<file path="config.mk">
export PLATFORM = sky130hd
export DESIGN_NAME = light_level_accumulator_unit_flat
export DESIGN_NICKNAME = d
export VERILOG_FILES = /design/src/rtl/lla_pkg.sv /design/src/rtl/lla_req_if.sv /design/src/rtl/lla_rsp_if.sv /design/src/rtl/light_level_accumulator_unit.sv /design/src/rtl/lla_front.sv /design/src/rtl/lla_queue.sv /design/src/rtl/lla_back.sv /design/src/flat_wrapper.sv
export SDC_FILE = /design/constraint.sdc
export NUM_CORES = 2
export LEC_CHECK = 0
export ABC_AREA = 1
export ABC_CLOCK_PERIOD_IN_PS = 8500
export BUFFER_PORTS_ARGS = -buffer_cell sky130_fd_sc_hd__buf_2
export CORE_UTILIZATION = 50
export CTS_CLUSTER_SIZE = 10
export DETAILED_ROUTE_END_ITERATION = 10
export GPL_TIMING_DRIVEN = 1
export PLACE_DENSITY_LB_ADDON = 0.25
export SYNTH_ARGS = -nofsm -noshare
export SYNTH_HDL_FRONTEND = slang
export SYNTH_HIERARCHICAL = 1
export SYNTH_SLANG_ARGS = --single-unit
</file>
<file path="constraint.sdc">
create_clock -name clock -period 8.5 [get_ports clock]
set_input_delay 1.275 -clock clock [delete_from_list [all_inputs] [get_ports clock]]
set_output_delay 1.275 -clock clock [all_outputs]
set_load 0.1 [all_outputs]
</file>
<file path="src/rtl/lla_pkg.sv">
// Package for the light level accumulator: widths, light kind codes, queue entry type
// and the inner level saturation helper. No dependencies; every other file imports it.

package lla_pkg;

   // Ceiling of the level range. Internal level registers are LEVEL_W wide, which covers
   // any ceiling up to 255.
   localparam int unsigned MAX_LEVEL = 63;
   localparam int unsigned LEVEL_W   = 8;
   localparam int unsigned OUT_W     = 6;
   localparam int unsigned MIN_W     = 6;

   localparam int unsigned COORD_W   = 16;
   localparam int unsigned SHIFT_W   = 3;
   localparam int unsigned DIST_W    = COORD_W + (1 << SHIFT_W) - 1;
   localparam int unsigned RADIUS_W  = 16;
   localparam int unsigned SCALE_W   = 23;
   localparam int unsigned FRAC_W    = 16;
   localparam int unsigned INNER_W   = 16;
   localparam int unsigned PROD_W    = RADIUS_W + SCALE_W;
   localparam int unsigned GAIN_W    = PROD_W - FRAC_W;

   localparam int unsigned QDEPTH    = 4;
   localparam int unsigned QPTR_W    = $clog2(QDEPTH);
   localparam int unsigned QCNT_W    = $clog2(QDEPTH + 1);

   localparam logic [LEVEL_W-1:0] MAX_LEVEL_V = LEVEL_W'(MAX_LEVEL);

   typedef logic [1:0] kind_type;

   localparam kind_type KIND_NONE  = 2'd0;
   localparam kind_type KIND_LIGHT = 2'd1;
   localparam kind_type KIND_SOLID = 2'd2;

   typedef struct packed {
      kind_type              kind;
      logic [RADIUS_W-1:0]   reach;
      logic [SCALE_W-1:0]    scale;
      logic [LEVEL_W-1:0]    inner;
      logic                  last;
   } entry_type;

   function automatic logic [LEVEL_W-1:0] sat_inner(input logic [INNER_W-1:0] value);
      logic [LEVEL_W-1:0] result;
      if (value > INNER_W'(MAX_LEVEL)) begin
         result = MAX_LEVEL_V;
      end else begin
         result = LEVEL_W'(value);
      end
      return result;
   endfunction

endpackage

</file>
<file path="src/rtl/lla_req_if.sv">
// Request channel of the light level accumulator: valid/ready and one light.
// Depends on lla_pkg for the field widths.

interface lla_req_if;
   import lla_pkg::*;

   logic                         valid;
   logic                         ready;
   logic signed [COORD_W-1:0]    block_x;
   logic signed [COORD_W-1:0]    block_y;
   logic signed [COORD_W-1:0]    light_x;
   logic signed [COORD_W-1:0]    light_y;
   logic [SHIFT_W-1:0]           shift_x;
   logic [SHIFT_W-1:0]           shift_y;
   logic [RADIUS_W-1:0]          cutoff_radius;
   logic [SCALE_W-1:0]           falloff_scale;
   logic                         is_solid;
   logic [INNER_W-1:0]           inner_level;
   logic                         has_light;
   logic                         last_light;

   modport source (
      output valid, block_x, block_y, light_x, light_y, shift_x, shift_y,
             cutoff_radius, falloff_scale, is_solid, inner_level, has_light, last_light,
      input  ready
   );

   modport sink (
      input  valid, block_x, block_y, light_x, light_y, shift_x, shift_y,
             cutoff_radius, falloff_scale, is_solid, inner_level, has_light, last_light,
      output ready
   );

endinterface

</file>
<file path="src/rtl/lla_rsp_if.sv">
// Response channel of the light level accumulator: valid/ready and the block level.
// Depends on lla_pkg for the field width.

interface lla_rsp_if;
   import lla_pkg::*;

   logic               valid;
   logic               ready;
   logic [OUT_W-1:0]   light_level;

   modport source (
      output valid, light_level,
      input  ready
   );

   modport sink (
      input  valid, light_level,
      output ready
   );

endinterface

</file>
<file path="src/rtl/light_level_accumulator_unit.sv">
// Top level of the light level accumulator: min_level register, front end, queue
// and back end. Depends on lla_pkg, lla_req_if, lla_rsp_if and the lla_* modules.
//
//   channel    direction  handshake        carries
//   req_chan   in         valid/ready      one light of a block's patch, last mark
//   rsp_chan   out        valid/ready      light_level of the block, on its last light
//   csr_*      in         csr_we           min_level (ambient minimum)
//
// One request is taken every clock while the response side keeps up; the rate is set
// by the level accumulate loop in the back end.
// The last light passes front stage 1, front stage 2, the queue, b1 and the response register.
// Reset is synchronous: it empties the pipeline and queue, closes any open patch and
// clears min_level to zero.
// A stalled response holds the back end; the queue and front stages keep taking
// requests until they fill, then req_chan.ready drops.

module light_level_accumulator_unit (
   input  logic                      clock,
   input  logic                      reset,
   lla_req_if.sink                   req_chan,
   lla_rsp_if.source                 rsp_chan,
   input  logic                      csr_we,
   input  logic [lla_pkg::MIN_W-1:0] csr_wdata
);
   import lla_pkg::*;

   logic [MIN_W-1:0]  min_level_ff, min_level_in;

   logic              fq_valid, fq_ready;
   entry_type         fq_entry;
   logic              bq_valid, bq_ready;
   entry_type         bq_entry;

   // ambient minimum; sampled by the back end when a patch opens
   assign min_level_in = csr_we ? csr_wdata : min_level_ff;

   always_ff @(posedge clock) begin
      if (reset) begin
         min_level_ff <= '0;
      end else begin
         min_level_ff <= min_level_in;
      end
   end

   // classify lights and compute distances
   lla_front u_front (
      .clock    (clock),
      .reset    (reset),
      .req_chan (req_chan),
      .fq_valid (fq_valid),
      .fq_ready (fq_ready),
      .fq_entry (fq_entry)
   );

   // decouple front and back
   lla_queue u_queue (
      .clock      (clock),
      .reset      (reset),
      .push_valid (fq_valid),
      .push_ready (fq_ready),
      .push_entry (fq_entry),
      .pop_valid  (bq_valid),
      .pop_ready  (bq_ready),
      .pop_entry  (bq_entry)
   );

   // multiply, accumulate per patch and drive the response
   lla_back u_back (
      .clock     (clock),
      .reset     (reset),
      .min_level (min_level_ff),
      .q_valid   (bq_valid),
      .q_ready   (bq_ready),
      .q_entry   (bq_entry),
      .rsp_chan  (rsp_chan)
   );

endmodule

</file>
<file path="src/rtl/lla_front.sv">
// Front end of the light level accumulator: takes requests, computes the approximate
// distance in two stages and classifies each light. Depends on lla_pkg and lla_req_if.

module lla_front (
   input  logic                clock,
   input  logic                reset,
   lla_req_if.sink             req_chan,
   output logic                fq_valid,
   input  logic                fq_ready,
   output lla_pkg::entry_type  fq_entry
);
   import lla_pkg::*;

   // stage 1: shifted absolute distances
   logic                     s1_valid_ff, s1_valid_in;
   logic [DIST_W-1:0]        s1_dx_ff, s1_dy_ff;
   logic [RADIUS_W-1:0]      s1_outer_ff;
   logic [SCALE_W-1:0]       s1_scale_ff;
   logic                     s1_solid_ff;
   logic [LEVEL_W-1:0]       s1_inner_ff;
   logic                     s1_has_ff;
   logic                     s1_last_ff;

   // stage 2: classified entry
   logic                     s2_valid_ff, s2_valid_in;
   entry_type                s2_entry_ff, s2_entry_in;

   logic                     s1_ready, s2_ready;
   logic                     req_take;
   logic signed [COORD_W:0]  diff_x, diff_y;
   logic [COORD_W-1:0]       abs_x, abs_y;
   logic [DIST_W-1:0]        dist_x, dist_y;
   logic [DIST_W-1:0]        near_d;
   logic [DIST_W:0]          radius;
   logic                     in_reach;

   assign s2_ready       = !s2_valid_ff || fq_ready;
   assign s1_ready       = !s1_valid_ff || s2_ready;
   assign req_chan.ready = s1_ready;
   assign req_take       = req_chan.valid && s1_ready;

   always_comb begin
      diff_x = {req_chan.light_x[COORD_W-1], req_chan.light_x}
             - {req_chan.block_x[COORD_W-1], req_chan.block_x};
      diff_y = {req_chan.light_y[COORD_W-1], req_chan.light_y}
             - {req_chan.block_y[COORD_W-1], req_chan.block_y};
      abs_x  = diff_x[COORD_W] ? COORD_W'(-diff_x) : COORD_W'(diff_x);
      abs_y  = diff_y[COORD_W] ? COORD_W'(-diff_y) : COORD_W'(diff_y);
      dist_x = DIST_W'(abs_x) << req_chan.shift_x;
      dist_y = DIST_W'(abs_y) << req_chan.shift_y;
   end

   assign s1_valid_in = s1_ready ? req_chan.valid : s1_valid_ff;

   // stage 2: dx + dy - min/2, compare against the outer radius
   always_comb begin
      near_d   = (s1_dx_ff < s1_dy_ff) ? s1_dx_ff : s1_dy_ff;
      radius   = {1'b0, s1_dx_ff} + {1'b0, s1_dy_ff} - {2'b00, near_d[DIST_W-1:1]};
      in_reach = radius < (DIST_W + 1)'(s1_outer_ff);

      s2_entry_in.reach = s1_outer_ff - radius[RADIUS_W-1:0];
      s2_entry_in.scale = s1_scale_ff;
      s2_entry_in.inner = s1_inner_ff;
      s2_entry_in.last  = s1_last_ff;
      if (!s1_has_ff) begin
         s2_entry_in.kind = KIND_NONE;
      end else if (s1_solid_ff) begin
         s2_entry_in.kind = KIND_SOLID;
      end else if (in_reach) begin
         s2_entry_in.kind = KIND_LIGHT;
      end else begin
         s2_entry_in.kind = KIND_NONE;
      end
   end

   assign s2_valid_in = s2_ready ? s1_valid_ff : s2_valid_ff;

   always_ff @(posedge clock) begin
      if (reset) begin
         s1_valid_ff <= 1'b0;
         s2_valid_ff <= 1'b0;
      end else begin
         s1_valid_ff <= s1_valid_in;
         s2_valid_ff <= s2_valid_in;
      end
   end

   always_ff @(posedge clock) begin
      if (req_take) begin
         s1_dx_ff    <= dist_x;
         s1_dy_ff    <= dist_y;
         s1_outer_ff <= req_chan.cutoff_radius;
         s1_scale_ff <= req_chan.falloff_scale;
         s1_solid_ff <= req_chan.is_solid;
         s1_inner_ff <= sat_inner(req_chan.inner_level);
         s1_has_ff   <= req_chan.has_light;
         s1_last_ff  <= req_chan.last_light;
      end
      if (s1_valid_ff && s2_ready) begin
         s2_entry_ff <= s2_entry_in;
      end
   end

   assign fq_valid = s2_valid_ff;
   assign fq_entry = s2_entry_ff;

endmodule

</file>
<file path="src/rtl/lla_queue.sv">
// Short queue between the front and back ends of the light level accumulator.
// Depends on lla_pkg for the entry type and depth.

module lla_queue (
   input  logic                clock,
   input  logic                reset,
   input  logic                push_valid,
   output logic                push_ready,
   input  lla_pkg::entry_type  push_entry,
   output logic                pop_valid,
   input  logic                pop_ready,
   output lla_pkg::entry_type  pop_entry
);
   import lla_pkg::*;

   entry_type            slots_ff [QDEPTH];
   logic [QPTR_W-1:0]    wr_ptr_ff, wr_ptr_in;
   logic [QPTR_W-1:0]    rd_ptr_ff, rd_ptr_in;
   logic [QCNT_W-1:0]    count_ff, count_in;
   logic                 push, pop;

   assign push_ready = count_ff < QCNT_W'(QDEPTH);
   assign pop_valid  = count_ff != '0;
   assign push       = push_valid && push_ready;
   assign pop        = pop_valid && pop_ready;
   assign pop_entry  = slots_ff[rd_ptr_ff];

   always_comb begin
      wr_ptr_in = push ? wr_ptr_ff + QPTR_W'(1) : wr_ptr_ff;
      rd_ptr_in = pop ? rd_ptr_ff + QPTR_W'(1) : rd_ptr_ff;
      case ({push, pop})
         2'b10:   count_in = count_ff + QCNT_W'(1);
         2'b01:   count_in = count_ff - QCNT_W'(1);
         default: count_in = count_ff;
      endcase
   end

   always_ff @(posedge clock) begin
      if (reset) begin
         wr_ptr_ff <= '0;
         rd_ptr_ff <= '0;
         count_ff  <= '0;
      end else begin
         wr_ptr_ff <= wr_ptr_in;
         rd_ptr_ff <= rd_ptr_in;
         count_ff  <= count_in;
      end
   end

   always_ff @(posedge clock) begin
      if (push) begin
         slots_ff[wr_ptr_ff] <= push_entry;
      end
   end

`ifndef SYNTHESIS
   a_count_bound: assert property (@(posedge clock) disable iff (reset)
      count_ff <= QCNT_W'(QDEPTH))
      else $error("queue count beyond depth");

   a_count_drain: assert property (@(posedge clock) disable iff (reset)
      (pop && !push) |=> (count_ff == $past(count_ff) - QCNT_W'(1)))
      else $error("queue count did not drop on a lone pop");

   a_count_fill: assert property (@(posedge clock) disable iff (reset)
      (push && !pop) |=> (count_ff == $past(count_ff) + QCNT_W'(1)))
      else $error("queue count did not rise on a lone push");
`endif

endmodule

</file>
<file path="src/rtl/lla_back.sv">
// Back end of the light level accumulator: falloff multiply, patch accumulation and
// the response register. Depends on lla_pkg and lla_rsp_if.

module lla_back (
   input  logic                   clock,
   input  logic                   reset,
   input  logic [lla_pkg::MIN_W-1:0] min_level,
   input  logic                   q_valid,
   output logic                   q_ready,
   input  lla_pkg::entry_type     q_entry,
   lla_rsp_if.source              rsp_chan
);
   import lla_pkg::*;

   // multiply stage
   logic                  b1_valid_ff, b1_valid_in;
   kind_type              b1_kind_ff;
   logic [LEVEL_W-1:0]    b1_inner_ff;
   logic                  b1_last_ff;
   logic [PROD_W-1:0]     b1_prod_ff;

   // patch state
   logic                  in_patch_ff, in_patch_in;
   logic [LEVEL_W-1:0]    level_ff, level_in;
   logic                  solid_seen_ff, solid_seen_in;
   logic [LEVEL_W-1:0]    solid_value_ff, solid_value_in;

   // response register
   logic                  rsp_valid_ff, rsp_valid_in;
   logic [OUT_W-1:0]      rsp_level_ff, rsp_level_in;

   logic                  out_free, b1_ready, retire;
   logic [GAIN_W-1:0]     gain;
   logic [LEVEL_W-1:0]    gain_sat, min_ext, base_level, final_level;
   logic [LEVEL_W:0]      sum;
   logic                  base_solid;

   assign out_free = !rsp_valid_ff || rsp_chan.ready;
   assign b1_ready = !b1_valid_ff || out_free;
   assign q_ready  = b1_ready;
   assign retire   = b1_valid_ff && out_free;

   assign b1_valid_in = b1_ready ? q_valid : b1_valid_ff;

   always_comb begin
      gain     = b1_prod_ff[PROD_W-1:FRAC_W];
      gain_sat = (gain > GAIN_W'(MAX_LEVEL)) ? MAX_LEVEL_V : LEVEL_W'(gain);
      min_ext  = LEVEL_W'(min_level);

      // open a patch from the ambient minimum
      if (in_patch_ff) begin
         base_level = level_ff;
         base_solid = solid_seen_ff;
      end else begin
         base_level = (min_ext > MAX_LEVEL_V) ? MAX_LEVEL_V : min_ext;
         base_solid = 1'b0;
      end

      sum            = {1'b0, base_level} + {1'b0, gain_sat};
      level_in       = base_level;
      solid_seen_in  = base_solid;
      solid_value_in = solid_value_ff;
      if (!base_solid) begin
         case (b1_kind_ff)
            KIND_LIGHT: level_in = (sum > (LEVEL_W + 1)'(MAX_LEVEL)) ? MAX_LEVEL_V
                                                                    : sum[LEVEL_W-1:0];
            KIND_SOLID: begin
               solid_seen_in  = 1'b1;
               solid_value_in = b1_inner_ff;
            end
            default: ;
         endcase
      end
      final_level = solid_seen_in ? solid_value_in : level_in;

      // close the patch on its last light
      if (b1_last_ff) begin
         in_patch_in   = 1'b0;
         solid_seen_in = 1'b0;
      end else begin
         in_patch_in   = 1'b1;
      end

      rsp_level_in = final_level[OUT_W-1:0];
      if (retire && b1_last_ff) begin
         rsp_valid_in = 1'b1;
      end else if (rsp_chan.ready) begin
         rsp_valid_in = 1'b0;
      end else begin
         rsp_valid_in = rsp_valid_ff;
      end
   end

   always_ff @(posedge clock) begin
      if (reset) begin
         b1_valid_ff    <= 1'b0;
         in_patch_ff    <= 1'b0;
         level_ff       <= '0;
         solid_seen_ff  <= 1'b0;
         solid_value_ff <= '0;
         rsp_valid_ff   <= 1'b0;
      end else begin
         b1_valid_ff <= b1_valid_in;
         if (retire) begin
            in_patch_ff    <= in_patch_in;
            level_ff       <= level_in;
            solid_seen_ff  <= solid_seen_in;
            solid_value_ff <= solid_value_in;
         end
         rsp_valid_ff <= rsp_valid_in;
      end
   end

   always_ff @(posedge clock) begin
      if (q_valid && b1_ready) begin
         b1_kind_ff  <= q_entry.kind;
         b1_inner_ff <= q_entry.inner;
         b1_last_ff  <= q_entry.last;
         b1_prod_ff  <= PROD_W'(q_entry.reach) * PROD_W'(q_entry.scale);
      end
      if (retire && b1_last_ff) begin
         rsp_level_ff <= rsp_level_in;
      end
   end

   assign rsp_chan.valid       = rsp_valid_ff;
   assign rsp_chan.light_level = rsp_level_ff;

`ifndef SYNTHESIS
   a_solid_in_patch: assert property (@(posedge clock) disable iff (reset)
      !in_patch_ff |-> !solid_seen_ff)
      else $error("solid mark outlived its patch");

   a_level_ceiling: assert property (@(posedge clock) disable iff (reset)
      (level_ff <= MAX_LEVEL_V) && (solid_value_ff <= MAX_LEVEL_V))
      else $error("level above ceiling");

   a_rsp_hold: assert property (@(posedge clock) disable iff (reset)
      (rsp_valid_ff && !rsp_chan.ready) |=> (rsp_valid_ff && $stable(rsp_level_ff)))
      else $error("stalled response changed");
`endif

endmodule
</file>
<file path="src/flat_wrapper.sv">
// flat-port wrapper written by rule: the top's interface ports become plain ports
module light_level_accumulator_unit_flat import lla_pkg::*;
  (clock, reset, csr_we, csr_wdata, req_chan_valid, req_chan_block_x, req_chan_block_y, req_chan_light_x, req_chan_light_y, req_chan_shift_x, req_chan_shift_y, req_chan_cutoff_radius, req_chan_falloff_scale, req_chan_is_solid, req_chan_inner_level, req_chan_has_light, req_chan_last_light, req_chan_ready, rsp_chan_valid, rsp_chan_light_level, rsp_chan_ready);
  lla_req_if req_chan_i ();
  lla_rsp_if rsp_chan_i ();
  input  logic clock;
  input  logic reset;
  input  logic csr_we;
  input  logic [lla_pkg::MIN_W-1:0] csr_wdata;
  input wire logic [$bits(req_chan_i.valid)-1:0] req_chan_valid;
  input wire logic [$bits(req_chan_i.block_x)-1:0] req_chan_block_x;
  input wire logic [$bits(req_chan_i.block_y)-1:0] req_chan_block_y;
  input wire logic [$bits(req_chan_i.light_x)-1:0] req_chan_light_x;
  input wire logic [$bits(req_chan_i.light_y)-1:0] req_chan_light_y;
  input wire logic [$bits(req_chan_i.shift_x)-1:0] req_chan_shift_x;
  input wire logic [$bits(req_chan_i.shift_y)-1:0] req_chan_shift_y;
  input wire logic [$bits(req_chan_i.cutoff_radius)-1:0] req_chan_cutoff_radius;
  input wire logic [$bits(req_chan_i.falloff_scale)-1:0] req_chan_falloff_scale;
  input wire logic [$bits(req_chan_i.is_solid)-1:0] req_chan_is_solid;
  input wire logic [$bits(req_chan_i.inner_level)-1:0] req_chan_inner_level;
  input wire logic [$bits(req_chan_i.has_light)-1:0] req_chan_has_light;
  input wire logic [$bits(req_chan_i.last_light)-1:0] req_chan_last_light;
  output wire logic [$bits(req_chan_i.ready)-1:0] req_chan_ready;
  output wire logic [$bits(rsp_chan_i.valid)-1:0] rsp_chan_valid;
  output wire logic [$bits(rsp_chan_i.light_level)-1:0] rsp_chan_light_level;
  input wire logic [$bits(rsp_chan_i.ready)-1:0] rsp_chan_ready;
  assign req_chan_i.valid = req_chan_valid;
  assign req_chan_i.block_x = req_chan_block_x;
  assign req_chan_i.block_y = req_chan_block_y;
  assign req_chan_i.light_x = req_chan_light_x;
  assign req_chan_i.light_y = req_chan_light_y;
  assign req_chan_i.shift_x = req_chan_shift_x;
  assign req_chan_i.shift_y = req_chan_shift_y;
  assign req_chan_i.cutoff_radius = req_chan_cutoff_radius;
  assign req_chan_i.falloff_scale = req_chan_falloff_scale;
  assign req_chan_i.is_solid = req_chan_is_solid;
  assign req_chan_i.inner_level = req_chan_inner_level;
  assign req_chan_i.has_light = req_chan_has_light;
  assign req_chan_i.last_light = req_chan_last_light;
  assign req_chan_ready = req_chan_i.ready;
  assign rsp_chan_valid = rsp_chan_i.valid;
  assign rsp_chan_light_level = rsp_chan_i.light_level;
  assign rsp_chan_i.ready = rsp_chan_ready;
  light_level_accumulator_unit u_core (.clock(clock), .reset(reset), .req_chan(req_chan_i), .rsp_chan(rsp_chan_i), .csr_we(csr_we), .csr_wdata(csr_wdata));
endmodule
</file>
==> results.md <==
- The flow ran to the end, and the final reports show no timing, DRC or antenna violations.
- On the final layout, the worst hold slack is 0.402 ns.
- The number of design rule violations left after detail routing is 0.
- The cell area after layout is around 38000 µm².
- For the pin with the worst max-slew slack, the measured transition is approximately 1.1 ns.
- For this run, the top clock speed supported by timing is roughly 0.13 GHz.
- The core footprint is 68900 µm².
- At the end of routability-driven placement, the weighted congestion stood at 0.951.
- Following the worst setup path forward leads to its endpoint at u_core/u_back/b1_prod_ff[23].
- The die boundary width is between 200 and 300 µm.
- Headroom to the max-slew limit came out at 0.280.
- In this run, CTS created clock tree buffers numbering slightly below 50.
- The critical path in this run is classified as reg2reg.
- The critical-path cell with the highest stage delay is dfxtp_2.
- The worst clock skew is 0.0284 ns.
- Entering global routing, the biggest net connects 97 pins.
- The clock net sink count is 407.
- The final worst setup slack is 0.982 ns.
- The cell area that synthesis handed to floorplanning was 35000 µm².
- The detailed router finished its first iteration with approximately 2000 violations.
- Across all register-to-register paths, the minimum setup slack is 0.98 ns.
- The clock period minus worst slack is 7.52 ns.
- The data required time of the worst path is 8.81 ns.
- The initial antenna violation count was 0.
- The endpoint identified for the worst register-to-register timing path is u_core/u_back/b1_prod_ff[23].
- The overall global routing resource usage is 0.241.
- The repair_antennas step left the layout with diodes totalling 0.
- The tool flagged a number of max-cap violations equal to 0.
- Dividing the final minimum period by the clock period gives 0.884.
- The number of port buffers is between 100 and 150.
- The row count is 96.
- The path class of the tightest hold or removal check is reg2reg.
- Gates resized during post-CTS repair numbered 0.
- After synthesis, the mean cell area works out to 8.50 µm².
- Once placement finished, the instance area stood at 36700 µm².
- Clock-pin slew was measured on the worst setup and hold paths at 0.05 ns.
- The number of cells on the worst reg-to-reg path is 23.
- Setup repair after global routing left no endpoint under its margin.
- The number of buffers added for setup after CTS is 0.
- The first global-routing pass estimated 135000 µm of wire.
- The critical path startpoint category is a flop.
- In the final layout, the share of cells above drive strength 1 is 0.0795.
- Measured along the y axis, the die boundary spans 267 µm.
- The H-tree depth reported by CTS is 2.
- The arrival time of data at the critical path endpoint is 7.83 ns.
- By instance count, the cell type seen most on the critical path is fa_1.
- Timing analysis after detailed placement gives a worst setup slack of 1.04 ns.
- Synthesis handed over a netlist of 4125 instances.
- Detailed placement ended at an HPWL of 64900 µm.
- The die covers about 70000 µm².
- The biggest fanout along the worst timing path is just over 50.
- Setup violations remaining at the end of the flow were counted as 0.
- The final wirelength is 83900 µm.
- The global route total overflow is 0.
- The first detailed-routing pass ran for 6 iterations.
- The remaining number of nets flagged by the antenna check after routing is 0.
- The setup total negative slack is 0 ns.
- The per-cell via count in the routed design is just over 5.
- The root buffer cell chosen for the clock tree is clkbuf_16.
- The count of boundary I/O pins is about 150.
- Walking the worst path, the cells encountered are buf_12 -> o21ai_0 -> o22ai_2 -> buf_4 -> nand2_1 -> fa_1 -> inv_1 -> fa_1 -> inv_1 -> fa_1 -> fa_1 -> inv_1 -> fa_1 -> inv_1 -> fa_1 -> inv_1 -> ha_1 -> a21o_1 -> a21oi_1 -> o21ai_0 -> a21oi_1 -> o21ai_0 -> xor2_1.
- The count of vias placed by the detailed router is 26821.
- During synthesis, Yosys emitted a total of 6 warnings.
- The peak per-stage delay on the critical path is roughly 0.74 ns.
- The number of hold buffers added after CTS was 0.
- The average routed wire per standard cell is 16.1 µm.
- The post-layout net count is 4928.
- The number of hold violations in the final report is 0.
- At the later pin of the worst-skew pair, clock insertion delay measures 0.60 ns.
- The number of global-route vias before repair is 26636.
- The initial core utilization is 0.508.
- The number of pins with negative max-slew slack in the final report is 0.
- STA classifies the critical path endpoint as a flop.
- Relative to the synthesized area, the layout overhead comes to 8.98%.
- No sink is reached through more buffers than the 3 on the longest clock path.
- TritonCTS built the clock tree.
-- sequential cells by signal, indices dropped and copies added (netlist names), 3 cells and up, named ones only --
name	cells
u_core/min_level_ff	6
u_core/u_front/fq_entry	48
u_core/u_back/level_ff	8
u_core/u_front/s1_dx_ff	23
u_core/u_front/s1_inner_ff	6
u_core/u_back/solid_value_ff	6
u_core/u_back/rsp_chan.light_level	6
u_core/u_back/b1_prod_ff	23
u_core/u_back/b1_inner_ff	6
u_core/u_front/s1_scale_ff	23
u_core/u_queue/count_ff	3
u_core/u_queue/slots_ff	192
u_core/u_front/s1_dy_ff	23
u_core/u_front/s1_outer_ff	16
-- routing by layer --
layer | GRT usage | wire length, µm
met1 | 0.315 | 36800
met2 | 0.413 | 40100
met3 | 0.0312 | 4460
met4 | 0.0791 | 2490
met5 | 0 | 0
-- layout make-up --
cell class,count,area (µm²)
Clock buffer,69,1320
Clock inverter,9,129
Fill cell,6362,30800
Inverter,869,3280
Multi-Input combinational cell,2707,19200
Sequential cell,407,11900
Tap cell,931,1160
Timing Repair Buffer,204,1180
-- cells in the final DEF, fill, tap and decap left out, types with 11 or more instances in the layout --
| cell type | count |
|---|---|
| buf_2 | 146 |
| clkbuf_16 | 49 |
| nand3_1 | 209 |
| o21ai_1 | 73 |
| nor4_1 | 11 |
| fa_1 | 318 |
| a21oi_1 | 158 |
| dfxtp_1 | 34 |
| nand2_1 | 1000 |
| edfxtp_1 | 372 |
| nor3_1 | 18 |
| xor2_1 | 40 |
| nor2_1 | 283 |
| ha_1 | 233 |
| xnor2_1 | 17 |
| o22ai_1 | 29 |
| buf_4 | 57 |
| o21ai_0 | 150 |
| inv_1 | 857 |
| o21bai_1 | 15 |
| clkbuf_1 | 18 |
| o22ai_2 | 19 |
| nand4_1 | 25 |
-- worst min-delay path by stage --
stage	to	cells past startpoint	slack [ns]	startpoint
2_1_floorplan	u_core/u_front/fq_entry[0]	0	0.40	u_core/u_front/s1_last_ff
3_3_place_gp	u_core/u_front/fq_entry[6]	0	0.40	u_core/u_front/s1_inner_ff[5]
3_5_place_dp	u_core/u_front/fq_entry[27]	0	0.40	u_core/u_front/s1_scale_ff[18]
4_1_cts	u_core/u_front/fq_entry[20]	0	0.40	u_core/u_front/s1_scale_ff[11]
5_1_grt	u_core/u_front/fq_entry[20]	0	0.40	u_core/u_front/s1_scale_ff[11]
6_report	u_core/u_front/fq_entry[20]	0	0.40	u_core/u_front/s1_scale_ff[11]
-- stage by stage --
stage          std cells   util
5_1_grt             5196  0.554
4_1_cts             5196  0.554
6_report            5196  0.554
3_5_place_dp        5118  0.533
3_3_place_gp        5118  0.533
2_1_floorplan       4126      -
-- critical path, delay by kind of cell (launching register included) --
kind | cells | cell delay, ns
AOI/OAI and AO/OA | 7 | 1.95
xor gates and xnor gates | 1 | 0.21
adders and majority gates | 7 | 3.36
buffers and inverters | 7 | 0.85
DFF | 1 | 0.74
and+or+nand+nor | 1 | 0.08
Power is not shown: default switching activity piles up to over one toggle a cycle in this logic, so the estimate is an artifact.
